<file path="src/hw/rtl/rab_pkg.sv">
`timescale 1ns / 1ps
// Shared types and constants of the RGB565 rotated alpha-blend pixel writer.
// No dependencies; every other file of the block imports this package.
package rab_pkg;

   localparam int unsigned DIM_W        = 11;   // panel dimension registers
   localparam int unsigned COORD_W      = 16;   // logical pixel coordinates
   localparam int unsigned COLOR_W      = 16;   // RGB565 word
   localparam int unsigned ALPHA_W      = 8;
   localparam int unsigned ADDR_OUT_W   = 17;   // reported framebuffer address
   localparam int unsigned PROD_W       = 2 * DIM_W;   // row * width + column
   localparam int unsigned CALC_W       = COORD_W + 2; // signed rotation math
   localparam int unsigned MAX_RES      = 1024;
   localparam int unsigned BOX_W        = $clog2(MAX_RES);
   localparam int unsigned CSR_IDX_W    = 2;
   localparam int unsigned CSR_DATA_W   = DIM_W;
   localparam int unsigned FB_DEPTH_DEF = 131072;

   localparam logic [DIM_W-1:0]   PANEL_WIDTH_RST  = DIM_W'(320);
   localparam logic [DIM_W-1:0]   PANEL_HEIGHT_RST = DIM_W'(240);
   localparam logic [ALPHA_W-1:0] ALPHA_SKIP       = 8'd0;
   localparam logic [ALPHA_W-1:0] ALPHA_OPAQUE     = 8'd255;
   localparam logic [15:0]        BLEND_ROUND      = 16'd128;

   localparam logic [CSR_IDX_W-1:0] CSR_ROTATION     = 2'd0;
   localparam logic [CSR_IDX_W-1:0] CSR_PANEL_WIDTH  = 2'd1;
   localparam logic [CSR_IDX_W-1:0] CSR_PANEL_HEIGHT = 2'd2;

   typedef enum logic [1:0] {
      ROT_0   = 2'd0,
      ROT_90  = 2'd1,
      ROT_180 = 2'd2,
      ROT_270 = 2'd3
   } rot_type;

   typedef enum logic [1:0] {
      ST_CLEAR,
      ST_IDLE,
      ST_READ,
      ST_WRITE
   } rmw_state_type;

   typedef struct packed {
      rot_type          rotation;
      logic [DIM_W-1:0] panel_width;   // already saturated to MAX_RES
      logic [DIM_W-1:0] panel_height;
   } cfg_type;

   typedef struct packed {
      logic signed [COORD_W-1:0] pixel_x;
      logic signed [COORD_W-1:0] pixel_y;
      logic [COLOR_W-1:0]        color;
      logic [ALPHA_W-1:0]        alpha_value;
      logic                      use_alpha;
      logic                      last_pixel;
   } req_payload_type;

   typedef struct packed {
      logic                  written;
      logic [ADDR_OUT_W-1:0] fb_address;
      logic [COLOR_W-1:0]    written_color;
      logic                  box_valid;
      logic [DIM_W-1:0]      box_left;
      logic [DIM_W-1:0]      box_top;
      logic [DIM_W-1:0]      box_right_end;
      logic [DIM_W-1:0]      box_bottom_end;
   } rsp_payload_type;

   // Pixel after mapping, handed from the address pipeline to the RMW engine
   typedef struct packed {
      logic               keep;
      logic               blend;
      logic               last_pixel;
      logic [DIM_W-1:0]   col;
      logic [DIM_W-1:0]   row;
      logic [COLOR_W-1:0] color;
      logic [ALPHA_W-1:0] alpha_value;
      logic [PROD_W-1:0]  addr;
   } pix_type;

endpackage

</file>
<file path="src/hw/rtl/rab_if.sv">
`timescale 1ns / 1ps
// Valid/ready channel interfaces for pixel requests and write reports.
// Depends on rab_pkg for the payload structs.
interface rab_req_if;
   import rab_pkg::*;
   logic            valid;
   logic            ready;
   req_payload_type data;
   modport source (output valid, output data, input ready);
   modport sink (input valid, input data, output ready);
endinterface


</file>
<file path="src/hw/rtl/rab_map.sv">
`timescale 1ns / 1ps
// Address pipeline: rotation and bounds test, then row * width + column.
// Depends on rab_pkg and the request interface in rab_if.
module rab_map (
   input  logic             clock,
   input  logic             reset,
   input  rab_pkg::cfg_type cfg,
   input  logic             fill_busy,
   rab_req_if.sink          req_chan,
   output logic             pix_valid,
   input  logic             pix_ready,
   output rab_pkg::pix_type pix
);
   import rab_pkg::*;

   logic              s1_valid_ff, s1_valid_in;
   logic              s2_valid_ff, s2_valid_in;
   pix_type           s1_ff, s1_in;
   pix_type           s2_ff, s2_in;
   logic              s1_ready, s2_ready, req_acc;
   logic signed [CALC_W-1:0] sx, sy, lw, lh, dx, dy, pw_s, ph_s;
   logic              in_bounds;

   assign s2_ready       = !s2_valid_ff || pix_ready;
   assign s1_ready       = !s1_valid_ff || s2_ready;
   assign req_chan.ready = s1_ready && !fill_busy;
   assign req_acc        = req_chan.valid && req_chan.ready;

   always_comb begin
      sx   = CALC_W'(req_chan.data.pixel_x);
      sy   = CALC_W'(req_chan.data.pixel_y);
      pw_s = $signed(CALC_W'(cfg.panel_width));
      ph_s = $signed(CALC_W'(cfg.panel_height));
      lw   = cfg.rotation[0] ? ph_s : pw_s;
      lh   = cfg.rotation[0] ? pw_s : ph_s;
      unique case (cfg.rotation)
         ROT_0: begin
            dx = sx;
            dy = sy;
         end
         ROT_90: begin
            dx = lh - CALC_W'(1) - sy;
            dy = sx;
         end
         ROT_180: begin
            dx = lw - CALC_W'(1) - sx;
            dy = lh - CALC_W'(1) - sy;
         end
         ROT_270: begin
            dx = sy;
            dy = lw - CALC_W'(1) - sx;
         end
      endcase
      in_bounds = !dx[CALC_W-1] && !dy[CALC_W-1] && (dx < pw_s) && (dy < ph_s);

      s1_in.keep        = in_bounds &&
                          !(req_chan.data.use_alpha && req_chan.data.alpha_value == ALPHA_SKIP);
      s1_in.blend       = req_chan.data.use_alpha &&
                          (req_chan.data.alpha_value != ALPHA_OPAQUE);
      s1_in.last_pixel  = req_chan.data.last_pixel;
      s1_in.col         = dx[DIM_W-1:0];
      s1_in.row         = dy[DIM_W-1:0];
      s1_in.color       = req_chan.data.color;
      s1_in.alpha_value = req_chan.data.alpha_value;
      s1_in.addr        = '0;

      s2_in      = s1_ff;
      s2_in.addr = PROD_W'(s1_ff.row) * PROD_W'(cfg.panel_width) + PROD_W'(s1_ff.col);

      s1_valid_in = (s1_valid_ff && !s2_ready) || req_acc;
      s2_valid_in = (s2_valid_ff && !pix_ready) || (s1_valid_ff && s2_ready);
   end

   always_ff @(posedge clock) begin
      if (reset) begin
         s1_valid_ff <= 1'b0;
         s2_valid_ff <= 1'b0;
      end else begin
         s1_valid_ff <= s1_valid_in;
         s2_valid_ff <= s2_valid_in;
      end
   end

   always_ff @(posedge clock) begin
      if (req_acc) begin
         s1_ff <= s1_in;
      end
      if (s1_valid_ff && s2_ready) begin
         s2_ff <= s2_in;
      end
   end

   assign pix_valid = s2_valid_ff;
   assign pix       = s2_ff;

endmodule

</file>
<file path="src/flat_wrapper.sv">
// flat-port wrapper written by rule: the top's interface ports become plain ports
module rab_map_flat import rab_pkg::*;
  (clock, reset, cfg, fill_busy, pix_valid, pix_ready, pix, req_chan_valid, req_chan_data, req_chan_ready);
  rab_req_if req_chan_i ();
  input  logic clock;
  input  logic reset;
  input  rab_pkg::cfg_type cfg;
  input  logic fill_busy;
  output logic pix_valid;
  input  logic pix_ready;
  output rab_pkg::pix_type pix;
  input wire logic [$bits(req_chan_i.valid)-1:0] req_chan_valid;
  input wire logic [$bits(req_chan_i.data)-1:0] req_chan_data;
  output wire logic [$bits(req_chan_i.ready)-1:0] req_chan_ready;
  assign req_chan_i.valid = req_chan_valid;
  assign req_chan_i.data = req_chan_data;
  assign req_chan_ready = req_chan_i.ready;
  rab_map u_core (.clock(clock), .reset(reset), .cfg(cfg), .fill_busy(fill_busy), .req_chan(req_chan_i), .pix_valid(pix_valid), .pix_ready(pix_ready), .pix(pix));
endmodule
</file>
<file path="config.mk">
export PLATFORM = sky130hd
export DESIGN_NAME = rab_map_flat
export DESIGN_NICKNAME = d
export VERILOG_FILES = /design/src/hw/rtl/rab_pkg.sv /design/src/hw/rtl/rab_if.sv /design/src/hw/rtl/rab_map.sv /design/src/flat_wrapper.sv
export SDC_FILE = /design/constraint.sdc
export NUM_CORES = 1
export LEC_CHECK = 0
export ABC_AREA = 0
export BUFFER_PORTS_ARGS = -buffer_cell sky130_fd_sc_hd__buf_4
export CAP_MARGIN = 20
export CORE_MARGIN = 3
export CORE_UTILIZATION = 59
export CTS_CLUSTER_DIAMETER = 40
export DETAILED_ROUTE_END_ITERATION = 6
export PLACE_DENSITY = 0.94
export SETUP_SLACK_MARGIN = 0.4
export SLEW_MARGIN = 20
export SYNTH_ARGS = -nofsm -noshare
export SYNTH_HDL_FRONTEND = slang
export SYNTH_SLANG_ARGS = --single-unit
</file>
<file path="constraint.sdc">
create_clock -name clock -period 6.89 [get_ports clock]
set_input_delay 0.3445 -clock clock [delete_from_list [all_inputs] [get_ports clock]]
set_output_delay 0.3445 -clock clock [all_outputs]
set_load 0.01 [all_outputs]
</file>
# After elaboration in Yosys (flattened, before gate mapping)

Cells that the tools add are included.

Flip-flop bits (word level): 122
Input port bits: 87
Output and inout port bits: 73
Logic and storage cells: 58

$add $sub $neg: 5
Multiply operators: 1
Magnitude comparators: 2
Equal/unequal tests: 4
Muxes and demuxes: 4
Reduce and logical (&&, ||, !) cells: 25

Operator list:

| cell                                                 | number |
|---|---|
| case mux 18 bit (4 select lines)                     | 2 |
| < comparator 18 x 12 -> 1 bit                        | 2 |
| subtractor 18 x 16 -> 18 bit                         | 2 |
| subtractor 18 x 2 -> 18 bit (second input constant)  | 2 |
| adder 22 x 11 -> 22 bit                              | 1 |
| multiplier 11 x 11 -> 22 bit                         | 1 |
| 2-to-1 mux 11 bit                                    | 2 |
| logical AND 1 bit                                    | 11 |
| zero test 1 bit                                      | 8 |
| zero test 8 bit                                      | 1 |
| inequality test 8 bit (second input constant)        | 1 |
| equality test 2 bit (second input constant)          | 2 |
| logical OR 1 bit                                     | 4 |
| equality test 2 x 1 -> 1 bit (second input constant) | 1 |
| zero test 2 bit                                      | 1 |

# Logic depth before layout (Yosys ltp)

Gate-level depths: netlist of run 1.

Word-level depth: 9
Mapped depth: 23
Depth with buffers taken out: 20

# Worst setup path before layout of run 1

Ideal clock, no wire load.

Path type: input to register
From: in cfg[13] in the netlist's numbering
To: reg u_core.s2_ff, in the netlist u_core.pix[21], data pin
Arrival time: 5.117 ns
Data required time: 6.630 ns
Setup slack: 1.513 ns
Stages on the path: 18
Buffers on the path: 1
Path through: clkbuf_1 -> nand2_1 -> fa_1 -> inv_1 -> fa_1 -> fa_1 -> fa_1 -> inv_1 -> fa_1 -> inv_1 -> ha_1 -> a21o_1 -> a2111oi_0 -> a21oi_1 -> a31o_2 -> a41o_1 -> a21oi_1 -> xnor2_1

RTL lines:

| what                 | line              | RTL |
|---|---|---|
| from (decl)          | flat_wrapper.sv:7 | `input rab_pkg::cfg_type cfg;` |
| to (signal assigned) | rab_map.sv:89     | `s2_ff <= s2_in;` |
| to (decl)            | rab_map.sv:19     | `pix_type s2_ff, s2_in;` |

==> results.py, run 1 <==
metrics = {
    "status": {
        "outcome": "finished, final reports clean",
    },
    "timing": {
        "finalMaxSlewViolations": 0,
        "minimum_clock_period_after_layout_ns": 5.95,
        "tns_ns": 0,
        "relSlewSlack_pct": 44.7,
        "fmaxAchievable_ghz": 0.168,
        "layout_worst_path_cycle_share_pct": 86.4,
        "final.hold.worst_slack_ns": 0.0924,
        "timing_worst_slew_pin_value_ns": 0.828,
        "fin_worst_skew_ns": 0.00858,
        "hold_violations": 0,
        "rsz_0062_raised_after_global_routing": "false",
        "final-setup-viol-count": 0,
    },
    "place": {
        "place.detailed.hpwl_um": 19400,
        "io_buffers": 159,
        "area_post_placement_um2": 11800,
        "gp_routability_congestion": 0.918,
    },
    "global_routing": {
        "overflow": 0,
        "number_of_antenna_violations_at_the_first_check_in_global_routing": 0,
        "first_pass_grt_wire_length_um": 43200,
        "groute.usage.overall_pct": 28.4,
        "grt_start_max_net_pins": 63,
        "number_of_global_route_vias_before_repair": 8406,
    },
    "cells_and_area": {
        "final_layout_size_suffix_gt1_share_pct": 19.9,
        "mostFrequentLayoutCells": "197 x sky130_fd_sc_hd__inv_1, 161 x sky130_fd_sc_hd__buf_4, 121 x sky130_fd_sc_hd__nand2_1",
        "flow.area_growth_from_synthesis_pct": 19.1,
        "n_fill_cell": 1089,
        "insertedDiodeCount": 0,
        "mostFrequentLayoutCell": "sky130_fd_sc_hd__inv_1",
        "finished_layout_cell_area_um2": 12500,
        "utilization_pct": 71.9,
        "final_nets": 1399,
    },
    "synth": {
        "yosys_most_used_dff": "sky130_fd_sc_hd__edfxtp_1",
        "async_flop_share_pct": 0,
        "ys.warnings.count": 0,
        "synth_seq_area_share_pct": 34.8,
        "synthesis.instances": 969,
        "post_synth_instance_area_um2": 10500,
        "synth.net_count": 1253,
        "number_of_enable_type_register_cells_in_the_synthesized_netlist": 120,
        "synth_seq_cells": 122,
        "yosysUniqueCellTypes": 57,
        "average_size_of_a_mapped_cell_um2": 10.8,
    },
    "routing": {
        "routed-via-count": 8017,
        "drt_iter0_markers": 763,
        "first_pass_drt_iterations": 6,
        "avgRoutedWirePerCell_um": 20.0,
        "wl_um": 27100,
        "route.detailed.drc": 0,
        "detail_route.vias_per_cell": 5.93,
        "drtAntennaViolNets": 0,
    },
    "clock_network": {
        "clkSinkCount": 122,
        "cts_setup_buffers": 0,
        "clockRootBuffer": "sky130_fd_sc_hd__clkbuf_16",
        "clk_pin_slew_ns": 0.06,
        "clockBufferDepth": 2,
        "tritoncts": "built",
        "cts_repair_resize_count": 0,
        "ctsHtreeMaxLevel": 4,
        "cts-buffers-inserted": 17,
        "worstSkewPairLatency_ns": 0.43,
        "holdBufCountCts": 0,
    },
    "floorplanning": {
        "fp-row-count": 48,
        "die_height_um": 139,
        "dieArea_um2": 19400,
        "initial_core_util_pct": 60.4,
        "die_width_um": 139,
        "core_region_area_um2": 17400,
        "pin_count": 160,
    },
    "setup_path": {
        "critPathKind": "flip-flop to flip-flop",
        "worstPathArrival_ns": 6.11,
        "crit_path_end_kind": "flip-flop",
        "critPathMaxFanout": 12,
        "worst_path_required_time_ns": 7.05,
        "critPathLaunchType": "flip-flop",
    },
    "power": {
        "fin_total_pwr_mw": 4.46,
        "ir_drop_mv": 0.301,
        "power_density_nw_per_um2": 358,
        "power.leakage_nw": 5.82,
    },
    "run": {
        "max_cap_violations": 0,
    },
    "hold_path": {
        "hold_class": "input port to flip-flop",
    },
}
final timing paths:
kind / slack, ns / end / from / cells past startpoint
hold / removal: 0.09 / u_core.s1_ff[30] / req_chan_data[10] / 1
hold reg to reg: 0.42 / u_core.pix[38] / u_core.s1_ff[38] / 0
setup / recovery: 0.94 / u_core.pix[20] / u_core.s1_ff[53] / 17
setup reg to reg: 0.94 / u_core.pix[20] / u_core.s1_ff[53] / 17
cell usage after synthesis (all sizes together), types with 3 or more instances:
cell,n,area [um^2]
a2111oi,7,80.1
a211o,3,26.3
a21boi,3,22.5
a21o,15,113
a21oi,29,145
a31oi,7,43.8
and2,39,244
and3,3,18.8
clkbuf,32,130
edfxtp,120,3600
fa,93,1860
ha,104,1300
inv,197,739
mux4,22,499
nand2,121,454
nand2b,3,18.8
nand3,9,45.0
nand3b,3,22.5
nor2,20,75.1
nor2b,6,37.5
nor3,5,25.0
nor3b,3,22.5
nor4,5,31.3
o211ai,5,37.5
o21a,9,67.6
o21ai,34,170
o21bai,3,22.5
o221ai,3,26.3
xnor2,30,263
xor2,8,70.1
per-layer routing:
layer  up-vias  global-route usage, %  part of all wire, %
met3       122                   5.15                  8.3
li1       3527                      -                    -
met1      3886                   34.8                   36
met5         -                      0                    0
met2       482                   47.7                   50
met4         0                   15.8                  5.2
through the flow:
stage,setup slack (ns),std cells
after CTS,1.02,1353
after floorplan,1.51,969
after global routing,0.677,1353
after global placement,1.38,1321
after detailed placement,1.13,1321
final,0.937,1353
cell families after synthesis:
logic type | Yosys count | synth area share (%)
multiplexers | 24 | 4.98
flip-flops | 122 | 34.8
buffers and inverters | 231 | 8.37
AND/OR/NAND/NOR | 221 | 9.77
adder cells (fa/ha/maj) | 197 | 30.2
AO/OA/AOI/OAI | 136 | 8.73
XOR/XNOR | 38 | 3.18
final cells by class:
type	instances	area [um^2]	share of cell area, %
Timing Repair Buffer	161	1210	9.69
Inverter	197	739	5.93
Multi-Input combinational cell	616	5960	47.8
Sequential cell	122	3640	29.2
Tap cell	225	282	2.26
Clock buffer	18	429	3.44
Clock inverter	14	210	1.68
report_power, final:
part           internal, mW  total (mW)  leakage (nW)  switching (mW)
clock network         0.615       0.983         0.306           0.368
registers              1.02        1.06          1.13          0.0387
logic                  1.10        2.42          4.38            1.33
total                  2.73        4.46          5.82            1.73
flip-flops by register name, indices dropped and copies added, names as in the netlist:
register	count
u_core.pix	71
u_core.pix_valid	1
u_core.s1_ff	49
u_core.s1_valid_ff	1
critical path, stage by stage (launching register included):
cell and delay (ns):
sky130_fd_sc_hd__edfxtp_1 0.69, sky130_fd_sc_hd__nand2_1 0.16, sky130_fd_sc_hd__fa_1 0.59, sky130_fd_sc_hd__fa_1 0.45, sky130_fd_sc_hd__fa_1 0.55, sky130_fd_sc_hd__inv_1 0.06
sky130_fd_sc_hd__fa_1 0.50, sky130_fd_sc_hd__inv_1 0.07, sky130_fd_sc_hd__fa_1 0.54, sky130_fd_sc_hd__inv_1 0.05, sky130_fd_sc_hd__ha_1 0.21, sky130_fd_sc_hd__or3_1 0.38
sky130_fd_sc_hd__o21ai_0 0.47, sky130_fd_sc_hd__o21ai_0 0.16, sky130_fd_sc_hd__o21ai_0 0.15, sky130_fd_sc_hd__o21ai_0 0.16, sky130_fd_sc_hd__o41ai_1 0.39, sky130_fd_sc_hd__xnor2_1 0.11
(Power assumes the default switching activity.)
==> run 2, diff against run 1 <==
--- a/config.mk
+++ b/config.mk
@@ -8,10 +8,11 @@
 export ABC_AREA = 0
 export BUFFER_PORTS_ARGS = -buffer_cell sky130_fd_sc_hd__buf_4
 export CAP_MARGIN = 20
-export CORE_MARGIN = 3
+export CORE_MARGIN = 5
 export CORE_UTILIZATION = 59
 export CTS_CLUSTER_DIAMETER = 40
 export DETAILED_ROUTE_END_ITERATION = 6
+export GPL_ROUTABILITY_DRIVEN = 0
 export PLACE_DENSITY = 0.94
 export SETUP_SLACK_MARGIN = 0.4
 export SLEW_MARGIN = 20
==> constraint.sdc (replaced) <==
create_clock -name clock -period 5.6 [get_ports clock]
set_input_delay 0.28 -clock clock [delete_from_list [all_inputs] [get_ports clock]]
set_output_delay 0.28 -clock clock [all_outputs]
set_load 0.01 [all_outputs]
==> results.py, run 2 (synthesized netlist as in run 1, its figures left out) <==
metrics = {
    "clock_network": {
        "cts-buffers-inserted": 17,
        "clockRootBuffer": "sky130_fd_sc_hd__clkbuf_16",
        "worstSkewPairLatency_ns": 0.44,
        "ctsHtreeMaxLevel": 4,
        "clkSinkCount": 122,
        "clockBufferDepth": 2,
        "tritoncts": "built",
        "clk_pin_slew_ns": 0.06,
    },
    "setup_path": {
        "worst_path_required_time_ns": 5.78,
        "critPathLaunchType": "flip-flop",
        "worstPathArrival_ns": 5.50,
        "critPathKind": "flip-flop to flip-flop",
        "library_cell_appearing_most_often_on_the_critical_path": "sky130_fd_sc_hd__fa_1",
        "cp_slowest_cell": "sky130_fd_sc_hd__fa_1",
        "crit_path_end_kind": "flip-flop",
        "critPathTopFamily": "adder cells",
        "critPathMaxFanout": 4,
        "critPathMaxStageDelay_ns": 0.55,
        "worstPathCellList": "buf_6, nand2_1, fa_2, fa_1, fa_1, inv_1, fa_1, inv_1, fa_1, inv_2, ha_4, a21o_1, a2111oi_4, a21oi_2, a31o_2, a41o_1, a21oi_2, xnor2_1",
        "crit_path_buf_inv_count": 4,
    },
    "global_routing": {
        "groute.usage.overall_pct": 29.4,
        "first_pass_grt_wire_length_um": 46000,
        "number_of_global_route_vias_before_repair": 8922,
        "grt_start_max_net_pins": 51,
        "number_of_antenna_violations_at_the_first_check_in_global_routing": 0,
        "overflow": 0,
    },
    "floorplanning": {
        "core_region_area_um2": 17400,
        "dieArea_um2": 20500,
        "die_height_um": 143,
        "die_width_um": 143,
        "initial_core_util_pct": 60.4,
        "pin_count": 160,
        "fp-row-count": 48,
    },
    "cells_and_area": {
        "utilization_pct": 74.3,
        "final_nets": 1445,
        "flow.area_growth_from_synthesis_pct": 23.0,
        "largest_register_ffs": 71,
        "n_fill_cell": 961,
        "final-instance-count-excl-fill": 1399,
        "mostFrequentLayoutCell": "sky130_fd_sc_hd__buf_4",
        "final_layout_size_suffix_gt1_share_pct": 24.8,
        "mostFrequentLayoutCells": "198 x sky130_fd_sc_hd__buf_4, 195 x sky130_fd_sc_hd__inv_1, 120 x sky130_fd_sc_hd__edfxtp_1",
        "insertedDiodeCount": 0,
    },
    "timing": {
        "minimum_clock_period_after_layout_ns": 5.32,
        "relSlewSlack_pct": 35.3,
        "timing_worst_slew_pin_value_ns": 0.968,
        "hold_violations": 0,
        "fin_worst_skew_ns": 0.00721,
        "fmaxAchievable_ghz": 0.188,
        "finalMaxSlewViolations": 0,
        "layout_worst_path_cycle_share_pct": 95.0,
        "rsz_0062_raised_after_global_routing": "true",
        "tns_ns": 0,
        "final-setup-viol-count": 0,
    },
    "power": {
        "power.leakage_nw": 6.02,
        "power_density_nw_per_um2": 471,
        "ir_drop_mv": 0.449,
    },
    "status": {
        "outcome": "finished with violations",
        "violations_in_the_final_reports": "DRC",
    },
    "routing": {
        "routed-via-count": 8548,
        "drt_iter0_markers": 1026,
        "avgRoutedWirePerCell_um": 21.8,
        "route.detailed.drc": 21,
        "drtAntennaViolNets": 0,
        "first_pass_drt_iterations": 7,
        "wl_um": 30500,
        "detail_route.vias_per_cell": 6.11,
    },
    "run": {
        "max_cap_violations": 0,
    },
    "place": {
        "place.detailed.hpwl_um": 20700,
        "io_buffers": 159,
        "post-place-cells": 1330,
    },
    "hold_path": {
        "hold_class": "input port to flip-flop",
    },
}
run 2: changes by cell type in the layout (fill, tap and decap cells not counted), sizes merged:
cell         previous run  this run
buf                   161       205
clkinvlp                2         3
bufinv                  4         0
inv                   202       204
clkbuf                 18        19
clkinv                  3         4
dlygate4sd3             0         1
run 2: layout make-up:
type / count / area, um^2 / share of cell area (%)
multi-input combinational: 616 / 6100 / 47.3
sequential: 122 / 3640 / 28.3
timing repair buffer: 207 / 1580 / 12.3
inverter: 197 / 739 / 5.74
clock buffer: 18 / 429 / 3.33
tap: 225 / 282 / 2.18
clock inverter: 14 / 115 / 0.893
run 2: path summary, 6_finish.rpt:
check,cells past startpoint,from,to,slack (ns)
worst max-delay path,18,u_core.s1_ff[50],u_core.pix[21],0.28
worst min-delay path,1,req_chan_data[22],u_core.s1_ff[42],0.01
worst max register to register,18,u_core.s1_ff[50],u_core.pix[21],0.28
worst min register to register,0,u_core.s1_ff[45],u_core.pix[45],0.42
run 2: report_power, final:
group | leakage, nW | switching (mW) | total [mW] | internal, mW
Combinational | 4.63 | 1.95 | 3.75 | 1.81
Sequential | 1.13 | 0.0362 | 1.29 | 1.25
Clock | 0.260 | 0.451 | 1.03 | 0.575
Total | 6.02 | 2.43 | 6.07 | 3.64
run 2: through the flow:
| stage | setup WS [ns] | area (um^2) | hold slack, ns | power [mW] |
|---|---|---|---|---|
| after floorplan | 0.398 | 10500 | 0.352 | 3.49 |
| after global placement | 0.231 | 11900 | 0.400 | 4.02 |
| after detailed placement | -0.0212 | 11900 | 0.405 | 4.21 |
| after CTS | 0.352 | 12700 | 0.00755 | 5.65 |
| after global routing | 0.136 | 12900 | 0.000673 | 6.48 |
| final | 0.280 | 12900 | 0.0130 | 6.07 |
run 2: what timing repair did:
action | 4_1_cts | 5_1_grt
resized for setup | 17 | 24
hold buffers | 1 | 0
setup buffers | 23 | 13
setup endpoints to repair | 5 | 6
pin swaps | 7 | 16
endpoints found under the hold margin | 2 | 0
run 2: per-layer routing:
metal	GRT usage (%)	part of all wire [%]
met1	34.3	34
met2	50.2	49
met3	7.10	10
met4	16.0	6.6
met5	0	0
